File: src/rtl/peer_handshake_framer_defines.svh
// ----------------------------------------------------------------------------
// Peer handshake framer assertion macros
// Shared concurrent assertion forms, clocked on clk and disabled in rst.
// ----------------------------------------------------------------------------
`ifndef PEER_HANDSHAKE_FRAMER_DEFINES_SVH
`define PEER_HANDSHAKE_FRAMER_DEFINES_SVH

// The consequent must hold in the same cycle as the antecedent.
`define PHF_ASSERT_NOW(label, ante, cons) \
  label: assert property (@(posedge clk) disable iff (rst) (ante) |-> (cons)) \
    else $error("assertion failed in the same cycle");

// The consequent must hold in the cycle after the antecedent.
`define PHF_ASSERT_NEXT(label, ante, cons) \
  label: assert property (@(posedge clk) disable iff (rst) (ante) |=> (cons)) \
    else $error("assertion failed one cycle later");

`endif

File: src/rtl/phf_pkg.sv
// ----------------------------------------------------------------------------
// Peer handshake framer package
// Command and action codes, flag and result types, and framing constants.
// ----------------------------------------------------------------------------
`default_nettype none

package phf_pkg;

  localparam int unsigned HEADER_BYTES   = 24;
  localparam int unsigned COMMAND_OFFSET = 4;
  localparam int unsigned COMMAND_BYTES  = 12;
  localparam int unsigned LENGTH_OFFSET  = 16;

  localparam logic [7:0]  TIMEOUT_RESET     = 8'd10;
  localparam logic [31:0] MAX_PAYLOAD_RESET = 32'd33554408;

  // Command names as stored in the command field, first byte lowest,
  // including the terminating zero byte.
  localparam logic [63:0] NAME_VERSION = 64'h006e_6f69_7372_6576;
  localparam logic [55:0] NAME_VERACK  = 56'h006b_6361_7265_76;
  localparam logic [39:0] NAME_ADDR    = 40'h00_7264_6461;

  typedef enum logic [2:0] {
    CMD_RX_BYTE    = 3'd0,
    CMD_TX_READY   = 3'd1,
    CMD_TICK       = 3'd2,
    CMD_LINK_ERROR = 3'd3,
    CMD_OPEN       = 3'd4
  } cmd_t;

  typedef enum logic [2:0] {
    ACT_NONE     = 3'd0,
    ACT_VERSION  = 3'd1,
    ACT_VERACK   = 3'd2,
    ACT_GETADDR  = 3'd3,
    ACT_TIMEOUT  = 3'd4,
    ACT_BADLEN   = 3'd5,
    ACT_ERROR    = 3'd6,
    ACT_ADDRDONE = 3'd7
  } action_t;

  localparam logic CFG_TIMEOUT     = 1'b0;
  localparam logic CFG_MAX_PAYLOAD = 1'b1;

  typedef struct packed {
    logic skip_payload;
    logic expect_payload;
    logic sent_getaddr;
    logic sent_verack;
    logic sent_version;
    logic got_verack;
    logic got_version;
  } handshake_flags_t;

  typedef struct packed {
    action_t    action;
    logic       payload_valid;
    logic [7:0] payload_byte;
    logic       payload_last;
  } result_t;

endpackage

`default_nettype wire

File: src/rtl/phf_engine.sv
// ----------------------------------------------------------------------------
// Peer handshake framer engine
// Connection state and the combinational decision for one registered item.
// ----------------------------------------------------------------------------
`default_nettype none
`include "peer_handshake_framer_defines.svh"

module phf_engine (
  input  wire logic           clk,
  input  wire logic           rst,
  input  wire logic           go,
  input  wire phf_pkg::cmd_t  cmd,
  input  wire logic [7:0]     rx_byte,
  input  wire logic [7:0]     timeout_seconds,
  input  wire logic [31:0]    max_payload,
  output phf_pkg::result_t    res
);

  logic                      active, active_next;
  phf_pkg::handshake_flags_t flags, flags_next;
  logic [31:0]               byte_offset, byte_offset_next;
  logic [3:0][7:0]           payload_length, payload_length_next;
  logic [11:0][7:0]          command_bytes, command_bytes_next;
  logic [7:0]                idle_seconds, idle_seconds_next;

  logic       last_byte;
  logic       header_end;
  logic [7:0] idle_inc;
  logic [3:0] cmd_idx;
  logic       is_version, is_verack, is_addr;

  assign is_version = (command_bytes[7:0] == phf_pkg::NAME_VERSION);
  assign is_verack  = (command_bytes[6:0] == phf_pkg::NAME_VERACK);
  assign is_addr    = (command_bytes[4:0] == phf_pkg::NAME_ADDR);

  assign last_byte  = ({1'b0, byte_offset} + 33'd1) >= {1'b0, payload_length};
  assign header_end = byte_offset >= 32'(phf_pkg::HEADER_BYTES - 1);
  assign idle_inc   = (idle_seconds == 8'hFF) ? idle_seconds : idle_seconds + 8'd1;
  assign cmd_idx    = byte_offset[3:0] - 4'(phf_pkg::COMMAND_OFFSET);

  always_comb begin
    active_next         = active;
    flags_next          = flags;
    byte_offset_next    = byte_offset;
    payload_length_next = payload_length;
    command_bytes_next  = command_bytes;
    idle_seconds_next   = idle_seconds;
    res                 = '0;
    res.action          = phf_pkg::ACT_NONE;

    if (cmd == phf_pkg::CMD_OPEN) begin
      active_next         = 1'b1;
      flags_next          = '0;
      byte_offset_next    = '0;
      payload_length_next = '0;
      command_bytes_next  = '0;
      idle_seconds_next   = '0;
    end else if (active) begin
      unique case (cmd)
        phf_pkg::CMD_TX_READY: begin
          if (!flags.sent_version) begin
            flags_next.sent_version = 1'b1;
            res.action              = phf_pkg::ACT_VERSION;
            idle_seconds_next       = '0;
          end else if (flags.got_version && !flags.sent_verack) begin
            flags_next.sent_verack = 1'b1;
            res.action             = phf_pkg::ACT_VERACK;
            idle_seconds_next      = '0;
          end else if (flags.got_verack && !flags.sent_getaddr) begin
            flags_next.sent_getaddr = 1'b1;
            res.action              = phf_pkg::ACT_GETADDR;
            idle_seconds_next       = '0;
          end
        end
        phf_pkg::CMD_TICK: begin
          idle_seconds_next = idle_inc;
          if (idle_inc >= timeout_seconds) begin
            active_next = 1'b0;
            res.action  = phf_pkg::ACT_TIMEOUT;
          end
        end
        phf_pkg::CMD_LINK_ERROR: begin
          active_next = 1'b0;
          res.action  = phf_pkg::ACT_ERROR;
        end
        phf_pkg::CMD_RX_BYTE: begin
          if (flags.expect_payload) begin
            // Payload byte: kept payloads are streamed, others are dropped.
            if (!flags.skip_payload) begin
              res.payload_valid = 1'b1;
              res.payload_byte  = rx_byte;
              res.payload_last  = last_byte;
            end
            if (last_byte) begin
              flags_next.expect_payload = 1'b0;
              byte_offset_next          = '0;
              if (flags.skip_payload) begin
                flags_next.skip_payload = 1'b0;
              end else begin
                if (flags.sent_version) flags_next.got_version = 1'b1;
                if (flags.sent_getaddr) begin
                  active_next = 1'b0;
                  res.action  = phf_pkg::ACT_ADDRDONE;
                end
              end
            end else begin
              byte_offset_next = byte_offset + 32'd1;
            end
          end else begin
            // Header byte: capture the command and length fields.
            if (byte_offset >= 32'(phf_pkg::COMMAND_OFFSET) &&
                byte_offset < 32'(phf_pkg::COMMAND_OFFSET + phf_pkg::COMMAND_BYTES)) begin
              command_bytes_next[cmd_idx] = rx_byte;
            end else if (byte_offset >= 32'(phf_pkg::LENGTH_OFFSET) &&
                         byte_offset < 32'(phf_pkg::LENGTH_OFFSET + 4)) begin
              payload_length_next[byte_offset[1:0]] = rx_byte;
            end
            if (header_end) begin
              // The last header byte is the checksum, so the command and
              // length registers already hold the complete header.
              if (payload_length > max_payload) begin
                active_next = 1'b0;
                res.action  = phf_pkg::ACT_BADLEN;
              end else begin
                byte_offset_next = '0;
                if (is_version || is_addr) begin
                  if (payload_length == '0) begin
                    // An empty kept payload completes right here.
                    if (flags.sent_version) flags_next.got_version = 1'b1;
                    if (flags.sent_getaddr) begin
                      active_next = 1'b0;
                      res.action  = phf_pkg::ACT_ADDRDONE;
                    end
                  end else begin
                    flags_next.expect_payload = 1'b1;
                  end
                end else if (is_verack) begin
                  flags_next.got_verack = 1'b1;
                end else if (payload_length != '0) begin
                  flags_next.skip_payload   = 1'b1;
                  flags_next.expect_payload = 1'b1;
                end
              end
            end else begin
              byte_offset_next = byte_offset + 32'd1;
            end
          end
        end
        default: begin
        end
      endcase
    end
  end

  always_ff @(posedge clk) begin
    if (rst) begin
      active         <= 1'b0;
      flags          <= '0;
      byte_offset    <= '0;
      payload_length <= '0;
      command_bytes  <= '0;
      idle_seconds   <= '0;
    end else if (go) begin
      active         <= active_next;
      flags          <= flags_next;
      byte_offset    <= byte_offset_next;
      payload_length <= payload_length_next;
      command_bytes  <= command_bytes_next;
      idle_seconds   <= idle_seconds_next;
    end
  end

  `PHF_ASSERT_NOW(a_last_has_valid, go && res.payload_last, res.payload_valid)
  `PHF_ASSERT_NOW(a_payload_kept, go && res.payload_valid,
                  flags.expect_payload && !flags.skip_payload)
  `PHF_ASSERT_NEXT(a_close_drops_active,
                   go && (res.action == phf_pkg::ACT_TIMEOUT ||
                          res.action == phf_pkg::ACT_BADLEN ||
                          res.action == phf_pkg::ACT_ERROR ||
                          res.action == phf_pkg::ACT_ADDRDONE), !active)
  `PHF_ASSERT_NEXT(a_getaddr_after_verack, go && res.action == phf_pkg::ACT_GETADDR,
                   flags.sent_getaddr && flags.got_verack && flags.sent_version)

endmodule

`default_nettype wire

File: src/rtl/phf_out_buf.sv
// ----------------------------------------------------------------------------
// Peer handshake framer output buffer
// Two-entry result register that decouples the engine from output stalls.
// ----------------------------------------------------------------------------
`default_nettype none

module phf_out_buf (
  input  wire logic             clk,
  input  wire logic             rst,
  input  wire logic             push,
  input  wire phf_pkg::result_t din,
  output logic                  ready,
  output logic                  valid,
  input  wire logic             pop_ready,
  output phf_pkg::result_t      dout
);

  phf_pkg::result_t slot0, slot1;
  logic [1:0]       count;
  logic             pop;

  assign valid = (count != 2'd0);
  assign ready = (count != 2'd2);
  assign pop   = valid && pop_ready;
  assign dout  = slot0;

  always_ff @(posedge clk) begin
    if (rst) begin
      count <= 2'd0;
    end else if (push && !pop) begin
      count <= count + 2'd1;
    end else if (pop && !push) begin
      count <= count - 2'd1;
    end
  end

  always_ff @(posedge clk) begin
    if (push && !pop) begin
      if (count == 2'd0) begin
        slot0 <= din;
      end else begin
        slot1 <= din;
      end
    end else if (pop && !push) begin
      slot0 <= slot1;
    end else if (pop && push) begin
      if (count == 2'd1) begin
        slot0 <= din;
      end else begin
        slot0 <= slot1;
        slot1 <= din;
      end
    end
  end

endmodule

`default_nettype wire

File: src/rtl/peer_handshake_framer.sv
// ----------------------------------------------------------------------------
// Peer handshake framer
// Receive framing and handshake sequencing for one peer connection.
// ----------------------------------------------------------------------------
// The block takes one event per transfer on the slave stream and returns
// exactly one result per event on the master stream. Events are received
// bytes, transmit-ready notifications, one-second ticks, link errors and
// connection opens; results carry the requested action and, for bytes of a
// version or addr payload, the payload byte with a last marker for the
// downstream address parser. It sustains one event per clock cycle while
// the master side accepts results: every decision is a few compares and
// one 32-bit increment and compare on the connection registers, done
// combinationally between the input register and the two-entry result
// buffer. A result is presented on the master stream once its event has
// passed through the input register and been written into the result
// buffer. s_tready depends only on registered state, so master-side stalls
// reach the slave side once the buffer is full, and the two result entries
// absorb the difference without loss. Configuration registers (index 0
// timeout in seconds, index 1 maximum payload length) are always ready and
// should be written only while no event is in flight.
// ----------------------------------------------------------------------------
`default_nettype none

module peer_handshake_framer (
  input  wire logic        clk,
  input  wire logic        rst,

  input  wire logic        s_tvalid,
  output logic             s_tready,
  input  wire logic [7:0]  s_tdata,   // [7:0] rx_byte
  input  wire logic [2:0]  s_tuser,   // [2:0] cmd

  output logic             m_tvalid,
  input  wire logic        m_tready,
  output logic [15:0]      m_tdata,   // [2:0] action, [10:3] payload_byte, rest zero
  output logic             m_tuser,   // [0] payload_valid
  output logic             m_tlast,   // payload_last

  input  wire logic        cfg_valid,
  output logic             cfg_ready,
  input  wire logic        cfg_index,
  input  wire logic [31:0] cfg_data
);

  // Configuration registers.
  logic [7:0]  timeout_seconds;
  logic [31:0] max_payload;

  assign cfg_ready = 1'b1;

  always_ff @(posedge clk) begin
    if (rst) begin
      timeout_seconds <= phf_pkg::TIMEOUT_RESET;
      max_payload     <= phf_pkg::MAX_PAYLOAD_RESET;
    end else if (cfg_valid) begin
      unique case (cfg_index)
        phf_pkg::CFG_TIMEOUT:     timeout_seconds <= cfg_data[7:0];
        phf_pkg::CFG_MAX_PAYLOAD: max_payload     <= cfg_data;
        default: begin
        end
      endcase
    end
  end

  // Input register: one event waits here until the result buffer has room.
  logic          stage_valid;
  phf_pkg::cmd_t stage_cmd;
  logic [7:0]    stage_byte;
  logic          buf_ready;
  logic          go;

  assign go       = stage_valid && buf_ready;
  assign s_tready = !stage_valid || buf_ready;

  always_ff @(posedge clk) begin
    if (rst) begin
      stage_valid <= 1'b0;
    end else if (s_tvalid && s_tready) begin
      stage_valid <= 1'b1;
    end else if (go) begin
      stage_valid <= 1'b0;
    end
  end

  always_ff @(posedge clk) begin
    if (s_tvalid && s_tready) begin
      stage_cmd  <= phf_pkg::cmd_t'(s_tuser);
      stage_byte <= s_tdata;
    end
  end

  // Connection state and decision logic.
  phf_pkg::result_t eng_res;

  phf_engine u_engine (
    .clk             (clk),
    .rst             (rst),
    .go              (go),
    .cmd             (stage_cmd),
    .rx_byte         (stage_byte),
    .timeout_seconds (timeout_seconds),
    .max_payload     (max_payload),
    .res             (eng_res)
  );

  // Result buffer and output packing.
  phf_pkg::result_t out_res;

  phf_out_buf u_out_buf (
    .clk       (clk),
    .rst       (rst),
    .push      (go),
    .din       (eng_res),
    .ready     (buf_ready),
    .valid     (m_tvalid),
    .pop_ready (m_tready),
    .dout      (out_res)
  );

  assign m_tdata = {5'd0, out_res.payload_byte, out_res.action};
  assign m_tuser = out_res.payload_valid;
  assign m_tlast = out_res.payload_last;

endmodule

`default_nettype wire
File: config.mk
export PLATFORM = sky130hd
export DESIGN_NAME = peer_handshake_framer
export DESIGN_NICKNAME = d
export VERILOG_FILES = /design/src/rtl/phf_pkg.sv /design/src/rtl/phf_engine.sv /design/src/rtl/phf_out_buf.sv /design/src/rtl/peer_handshake_framer.sv
export VERILOG_INCLUDE_DIRS = /design/src /design/src/rtl
export SDC_FILE = /design/constraint.sdc
export NUM_CORES = 1
export LEC_CHECK = 0
export BUFFER_PORTS_ARGS = -buffer_cell sky130_fd_sc_hd__buf_2
export CAP_MARGIN = 20
export CORE_UTILIZATION = 60
export DETAILED_ROUTE_END_ITERATION = 6
export PLACE_DENSITY_LB_ADDON = 0.12
export SETUP_SLACK_MARGIN = 0.15
export SKIP_CTS_REPAIR_TIMING = 1
export SLEW_MARGIN = 20
export SYNTH_ARGS = -nofsm -noshare
export SYNTH_HDL_FRONTEND = slang
export SYNTH_SLANG_ARGS = --single-unit
File: constraint.sdc
create_clock -name clk -period 4.65 [get_ports clk]
set_input_delay 0.2325 -clock clk [delete_from_list [all_inputs] [get_ports clk]]
set_output_delay 0.2325 -clock clk [all_outputs]
set_load 0.005 [all_outputs]
# Word level (Yosys, flattened, before mapping)

Cells that the tools add are included.

$add $sub $neg: 6
$lt $le $gt $ge: 12
Eq/ne operators: 26
Mux-type cells: 104
Bitwise gates (word level): 1
Reductions and logical operators: 58

Operator list:

| cell                    | count |
|---|---|
| $mux W96                | 5 |
| $mux W32                | 13 |
| $mux W13                | 12 |
| $bwmux W96              | 1 |
| $eq A64 B55 Y1 const B  | 1 |
| $ge A32 B5 Y1 const B   | 2 |
| $lt A32 B5 Y1 const B   | 2 |
| $mux W8                 | 8 |
| $eq A56 B47 Y1 const B  | 1 |
| $eq A40 B31 Y1 const B  | 1 |
| $mux W3                 | 12 |
| $add A32 B1 Y33 const B | 1 |
| $ge A33 B32 Y1          | 1 |
| $add A32 B1 Y32 const B | 1 |
| $bwmux W32              | 1 |
| $demux W8 S4            | 1 |
| $ge A32 B3 Y1 const B   | 1 |
| $gt A32 B32 Y1          | 1 |
| $logic_not A32 Y1       | 1 |
| $reduce_bool A32 Y1     | 1 |
| $mux W10                | 3 |
| $mux W1                 | 28 |
| $mux W2                 | 14 |
| $reduce_bool A2 Y1      | 14 |
| other kinds (40)        | 81 |

Register bits: 256
Output and inout port bits: 21

# Longest topological paths before layout

Gate-level depths: netlist of run 1.

Word-level depth: 13
Depth in mapped cells: 18

# Modules after synthesis

From an unflattened synthesis of run 1, not the netlist that was laid out.

Cells, all modules: 1205
Area total of the unflattened synthesis: 11523.6 um2

Modules (own cells, without submodules):

| module                | instances | cells each | area each (um2) | seq. area each (um2) |
|---|---|---|---|---|
| phf_engine            | 1         | 959        | 8310.5          | 2882.8 |
| peer_handshake_framer | 1         | 182        | 2042.0          | 1151.1 |
| phf_out_buf           | 1         | 64         | 1171.1          | 820.8 |

# Worst setup path before layout of run 1

Ideal clock, no wire load.

Path kind: flip-flop to flip-flop
Start point: register u_engine.byte_offset[8]
End point: register u_engine.byte_offset[10]
Setup time: 0.061 ns
Arrival: 4.210 ns
Required time: 4.589 ns
Path slack: 0.379 ns
Stages on the path, launching flop included: 19
Buffers on the path: 3
Path through: dfxtp_1 -> buf_2 -> nand4_2 -> or3_1 -> or4b_1 -> buf_2 -> nor3_4 -> nand3_1 -> xnor2_2 -> ha_1 -> nand3_1 -> nor3_1 -> a221o_1 -> a311oi_1 -> o21ai_1 -> o31ai_4 -> and2_4 -> buf_6 -> a32o_1

Word-level cells in the longest chain between the ends: 7
Elaborated cells on any way between the ends: 12

Ends and longest elaborated chain:

| element                | RTL line          | source |
|---|---|---|
| start, declared        | phf_engine.sv:21  | `logic [31:0] byte_offset, byte_offset_next;` |
| start signal, assigned | phf_engine.sv:166 | `byte_offset <= byte_offset_next;` |
| $add A32 B1 Y33        | phf_engine.sv:36  | `assign last_byte = ({1'b0, byte_offset} + 33'd1) >= {1'b0, payload_length};` |
| $ge A33 B32 Y1         | phf_engine.sv:36  |  |
| $mux W32               | phf_engine.sv:94  | `if (last_byte) begin` |
| $mux W32               | phf_engine.sv:87  | `if (flags.expect_payload) begin` |
| $mux W32               | phf_engine.sv:59  | `unique case (cmd)` |
| $mux W32               | phf_engine.sv:58  | `end else if (active) begin` |
| $mux W32               | phf_engine.sv:51  | `if (cmd == phf_pkg::CMD_OPEN) begin` |

Parallel ways exist; a longest one is shown, timed or not. The select of a mux whose other input is x is not followed.
A chain may end at the register's enable or synchronous reset.

==> metrics, run 1 <==
fin nets=around 1600; clk_skew=0.0110 ns; First DRT Iteration DRCs=roughly 800; I/O Pins=70; Mapped Area=11900 um^2; DRC violations left=0; vias after detailed routing=10700; Worst-Margin Slew=0.930 ns; min Tclk post-route=4.26 ns; Std-Cell Rows=51; crit start category=flop; Avg Vias per Cell=6.03; antenna violations before repair=0; H-tree depth=1; Synthesis Warnings=0; Seq/Total Area, Yosys=40.8%; Clock Sinks=224; Remaining Overflow, GRT=0; type of element capturing the critical path=flop; CTS buffer count=25; Post-synth EDFFs=37; Synth area leaders=dfxtp_1, edfxtp_1, ha_1; hold path startpoint=cfg_data[26]; CP Class=flop to flop; Pre-Repair DR Iteration Count=6; CTS root buffer=clkbuf_16; Hold Crit Class=input port to flop; CTS tree=built; IR drop worst, VDD=roughly 300 uV; final WL=about 32000 um; multi-input combinational cell area=6370 um^2; Final ANT Viol Nets=0; Skew-Pair Late Insertion Delay=0.52 ns; Netlist cell types=69; Final Cycle Share=between 90% and 100%; top-count cell post-synth=nand2_1; Synth Area per Inst=8.46 um^2; core area=19500 um^2; vias in the first global route=9704; CP startpoint=u_engine.byte_offset[9]; Reg2Reg Launch Point=u_engine.byte_offset[9]; antenna diode count=0; initial core utilization=between 60% and 70%; PortBufs=63; GP Congestion=approximately 0.89; Async SR Flop Fraction=0%; fillers=1525; Max Freq=roughly 0.23 GHz; RSZ-0062 raised after global routing=no; Die Ht=143 um; Yosys top cell area share=31.4%; final hold vios=2; post-synthesis register bit count=224; most common library cells after synthesis=nand2_1, dfxtp_1, a21oi_1; post-DP HPWL=21500 um; endpoints failing setup=0; first-pass GRT wire length=50100 um; Reg area=4860 um^2; prevailing post-synth register cell=dfxtp_1; sum of negative setup slack=0 ns; Die Wd=roughly 140 um; DIE AREA=20400 um^2; Yosys top cell by area=dfxtp_1; synth-to-layout area growth=15.9%; CP max FO=6; Tot GR Track Use=31.1%; leak pwr=5.45 nW; PD cells=345 nW/um^2; critical path data arrival time=4.53 ns; final core utilization=70.9%; slew margin rel.=37.5%; Required @ worst endpoint=4.92 ns; Clock Path Buffers=3; Min Hold Slack=-0.0263 ns; DR WL/cell=18.3 um; final count of pins violating max slew=0; maximum number of pins on one net before global-route repair=60; failing checks=hold timing; Clk pin slew, worst setup/hold paths=0.06 ns; Cells after Synth=roughly 1400; share of layout cells above drive strength 1=12.0%; Max Cap Viol=0; run status=finished with violations
## worst max-delay path, cell delays in order (launching register included)
cell and delay, ns:
dfxtp_2 0.38, nand4_2 0.12, or3_1 0.40, or4b_4 0.56, nor3_4 0.21, nand3_1 0.16, xnor2_2 0.17, ha_1 0.29
nand3_1 0.13, nor3_1 0.09, a221o_1 0.33, a311oi_2 0.19, buf_4 0.16, o21a_1 0.15, o211ai_1 0.17, o21a_1 0.26
mux2_2 0.25
## layout by cell type, fill, tap and decap left out, drive strengths merged, types with 24 or more instances in the layout
cell type / instances
clkbuf: 32
ha: 82
xnor2: 24
nand3: 30
dlygate4sd3: 42
nor2: 83
a21oi: 131
or3: 69
o211ai: 31
o21ai: 45
nand4: 29
nor4: 29
inv: 90
nor3: 24
buf: 94
edfxtp: 37
a22oi: 40
dfxtp: 187
nand2: 215
## cells by family after synthesis
logic type / count (synthesis) / share of synthesized area (%)
adders and majority gates: 82 / 8.62
other: 2 / 0.0631
AOI/OAI and AO/OA: 302 / 15.9
and+or+nand+nor: 570 / 24.4
muxes: 14 / 1.32
xor gates and xnor gates: 37 / 2.78
buffers and inverters: 177 / 6.16
DFF: 224 / 40.8
## where the power goes
part	leakage, nW	switching, mW	internal [mW]
registers	1.87	0.0572	2.08
clock network	0.458	0.819	1.37
logic	3.12	0.251	0.183
## per-stage QoR
step | total power [mW] | hold WS [ns] | setup slack [ns] | cells | instance area [um^2]
after detailed placement | 2.57 | 0.411 | 0.133 | 1680 | 12400
after CTS | 4.74 | -0.119 | 0.120 | 1725 | 13300
after floorplan | 2.41 | 0.331 | 0.379 | 1412 | 11900
final | 4.76 | -0.0263 | 0.386 | 1770 | 13800
after global routing | 4.91 | 0.00737 | 0.164 | 1770 | 13800
after global placement | 2.56 | 0.411 | 0.247 | 1680 | 12400
## final cells by class
cell class | count | area share, %
Tap cell | 265 | 2.40
Inverter | 89 | 2.42
Multi-Input combinational cell | 1011 | 46.2
Clock buffer | 32 | 5.48
Clock inverter | 13 | 1.26
Timing Repair Buffer | 136 | 7.03
Sequential cell | 224 | 35.2
## path summary, 6_finish.rpt
kind	depth (start not counted)	to	slack [ns]
max	16	u_out_buf.dout[10]	0.39
min	3	max_payload[26]	-0.03
max reg2reg	16	u_out_buf.dout[10]	0.39
min reg2reg	2	u_engine.command_bytes[43]	0.45
## registers in the layout (all words and copies together), names as in the netlist
register                 cells
u_engine.active              1
u_engine.idle_seconds        8
u_engine.payload_length     32
u_out_buf.dout              13
max_payload                 32
u_out_buf.slot1             13
u_engine.command_bytes      64
u_engine.flags               7
u_engine.byte_offset        32
u_out_buf.count              2
stage_byte                   8
timeout_seconds              8
stage_valid                  1
stage_cmd                    3
## routing by layer
layer | up-vias | wire [um] | global-route usage, %
li1 | 5157 | - | -
met1 | 5106 | 13900 | 41.0
met2 | 347 | 15700 | 52.4
met3 | 64 | 1840 | 3.96
met4 | 0 | 937 | 11.1
met5 | - | 0 | 0
No activity file was read; power rests on OpenSTA's default activity.
==> inputs of run 2 (changes only) <==
ABC_AREA = 1   (was not set)
==> run 2 against run 1 <==
  * The flow still finishes with violations (hold timing)
  * Register-to-register slack better by 0.44 ns
  * Flip-flop and latch count unchanged
  * Clock skew up 0.0075 ns
  * Sequential share of layout area down 1.0 points
  * Maximum frequency up 12%
  * Non-clock buffer count down 25
  * Critical path depth up 9
  * Hold slack better by 0.014 ns
  * Clock power down 6%
  * Clock-buffer cell count up 3
  * Largest cell class unchanged
  * Highest routed layer unchanged
==> metrics, run 2 <==
run status=finished with violations; failing checks=hold timing; Die Ht=147 um (+2.8%); max reg flops=64 (unchanged); prevailing post-synth register cell=dfxtp_1; DRC violations left=0 (unchanged); Clock Path Buffers=3 (unchanged); top-count cell post-synth=nand2_1; Most Used Layer, Global Route=met2; IR drop worst, VDD=269 uV (-8.1%); most frequent cells in the layout=nand2_1, a21oi_1, inv_1, dfxtp_1, nor2_1; Post-synth EDFFs=37 (unchanged); vias in the first global route=10800 (+11%); met3 Track Usage GR=3.54% (-0.42 points); Std-Cell Rows=52 (+2.0%); Final ANT Viol Nets=0 (unchanged); initial core utilization=61.7% (+0.49 points); Yosys top cell by area=dfxtp_1; most common library cells after synthesis=nand2_1, a21oi_1, dfxtp_1, inv_1, nor2_1; H-tree depth=1 (unchanged); Skew-Pair Late Insertion Delay=0.54 ns (+0.02 ns); Buf/Inv on CP=2 (+1); crit path max-delay cell type=dfxtp_1; Async SR Flop Fraction=0% (unchanged); Final Cycle Share=82.2% (-9.5 points); final core utilization=69.5% (-1.4 points); first-pass GRT wire length=54900 um (+9.7%); min Tclk post-route=3.82 ns (-0.441 ns); PD cells=339 nW/um^2 (-1.8%); CTS tree=built; slew margin rel.=25.8% (-12 points); RSZ-0062 raised after global routing=no; final count of pins violating max slew=0 (unchanged); Netlist cell types=55 (-20%); Avg Vias per Cell=5.69 (-5.7%); Min Hold Slack=-0.0124 ns (+0.0140 ns); CP max FO=6 (unchanged); Synth area leaders=dfxtp_1, nand2_1, edfxtp_1; fin nets=1914 (+18%); hold path startpoint=cfg_data[30]; Most common cell on crit path=nand2_1; worst flop-to-flop path endpoint=u_out_buf.dout[12]; hold path endpoint=max_payload[30]; Max Cap Viol=0 (unchanged); vias after detailed routing=11800 (+10%); antenna violations before repair=0 (unchanged); core area=20400 um^2 (+5.0%); synth-to-layout area growth=12.7%; Reg2Reg Setup Slack=0.83 ns (+0.44 ns); critical path data arrival time=4.10 ns (-0.43 ns); DIE AREA=21600 um^2 (+5.7%); CTS buffer count=25 (unchanged); Pre-Repair DR Iteration Count=5 (-1); post-DP HPWL=24400 um (+13%); Reg2Reg Launch Point=u_engine.byte_offset[0]; crit start category=flop; fillers=1787 (+17%); Top reg by flops=u_engine.command_bytes; maximum number of pins on one net before global-route repair=102 (+70%); Worst-Margin Slew=1.11 ns (+0.183 ns); GR Layer Usage met2=50.5% (-1.9 points); Yosys top cell area share=29.7% (-1.7 points); CP Class=flop to flop; PortBufs=63 (unchanged); Clock Sinks=224 (unchanged); Clk pin slew, worst setup/hold paths=0.07 ns (about the same); Mapped Area=12600 um^2 (+5.8%); Cells after Synth=1716 (+22%); Worst path top cell family by delay=simple AND/OR/NAND/NOR gates; Hold Crit Depth=3 (unchanged); post-synthesis register bit count=224 (unchanged); Synth Area per Inst=7.34 um^2 (-13%); antenna diode count=0 (unchanged); share of layout cells above drive strength 1=9.77% (-2.3 points); clk_skew=0.0185 ns (+0.00749 ns); leak pwr=6.06 nW (+11%); I/O Pins=70 (unchanged); GP Congestion=0.926 (+4.4%); final hold vios=4 (+2); type of element capturing the critical path=flop; Seq/Total Area, Yosys=38.5% (-2.2 points); First DRT Iteration DRCs=1086 (+35%); CP peak stage delay=0.41 ns (-0.15 ns); CTS root buffer=clkbuf_16; Remaining Overflow, GRT=0 (unchanged); Required @ worst endpoint=4.93 ns (about the same); endpoints failing setup=0 (unchanged); Cells after DPL=1990 (+18%); sum of negative setup slack=0 ns (unchanged); Worst Reg-to-Reg Cells=25 (+9); DR WL/cell=16.4 um (-10%); Non-Filler Instances=2071 (+17%); Synthesis Warnings=0 (unchanged); final WL=34000 um (+5.2%); most common library cell in the layout ignoring fill and taps=nand2_1; Max Freq=0.262 GHz (+12%); M1 GR Usage=42.9% (+1.9 points); Tot GR Track Use=31.4% (+0.25 points); Die Wd=147 um (+2.8%); Hold Crit Class=input port to flop
[run 2: worst reg2reg max path, cell delays in order, from the launching register on]
cell	delay [ns]
dfxtp_1	0.41
ha_1	0.33
nand2_1	0.15
nor2_4	0.16
nand2_4	0.09
nor2_4	0.14
nand4_4	0.11
nor2_2	0.18
nand4_1	0.12
xor2_1	0.18
inv_2	0.06
ha_1	0.29
nand2_1	0.06
inv_1	0.04
o21bai_1	0.11
nand2_1	0.06
a21boi_0	0.19
nand2_1	0.09
nand2_1	0.10
nand3_1	0.18
nand2_1	0.15
nand3_1	0.07
nand2_1	0.09
nand2_1	0.05
nand2_1	0.10
a21oi_2	0.06
[run 2: metrics by stage]
step	hold WS, ns	instance area, um^2	power (mW)	setup WS [ns]
after global placement	0.410	13000	2.74	1.08
after global routing	0.0121	14200	4.98	0.436
after CTS	-0.139	13800	4.80	0.883
final	-0.0124	14200	4.82	0.827
after floorplan	0.331	12600	2.57	1.44
after detailed placement	0.411	13000	2.76	0.903
[run 2: worst max-delay path by stage]
stage                                         end                    start  slack [ns]  cells past startpoint
after global routing           u_out_buf.dout[12]  u_engine.byte_offset[0]        0.44                     24
final                          u_out_buf.dout[12]  u_engine.byte_offset[0]        0.83                     25
after global placement         u_out_buf.dout[12]  u_engine.byte_offset[0]        1.08                     25
after floorplan                u_out_buf.dout[12]  u_engine.byte_offset[0]        1.44                     25
after detailed placement  u_engine.byte_offset[0]  u_engine.byte_offset[0]        0.90                     23
after CTS                 u_engine.byte_offset[0]  u_engine.byte_offset[0]        0.88                     23
[run 2: per-layer routing]
metal  vias up  wire, um
li1       5844         -
met1      5415     15100
met2       429     15500
met3        92      1930
met4         0      1420
met5         -         0
[run 2: kinds of logic after synthesis]
family                   synth area share (%)
multiplexers                            0.804
AND/OR/NAND/NOR                          27.8
buffers and inverters                    9.23
other                                  0.0596
AO/OA/AOI/OAI                            12.9
flip-flops                               38.5
adder cells (fa/ha/maj)                  8.14
XOR/XNOR                                 2.49
[run 2: power by group]
| group | internal (mW) | switching [mW] | total [mW] | leakage [nW] |
|---|---|---|---|---|
| logic | 0.219 | 0.375 | 0.594 | 3.76 |
| clock network | 1.24 | 0.824 | 2.06 | 0.426 |
| registers | 2.12 | 0.0391 | 2.16 | 1.87 |
[run 2: cell type report]
type                            instances  area (um^2)  area share (%)
Multi-Input combinational cell       1219         6600            46.5
Sequential cell                       224         4850            34.2
Timing Repair Buffer                  111          786            5.53
Inverter                              202          758            5.34
Clock buffer                           35          754            5.31
Tap cell                              270          338            2.38
Clock inverter                         10          109           0.766
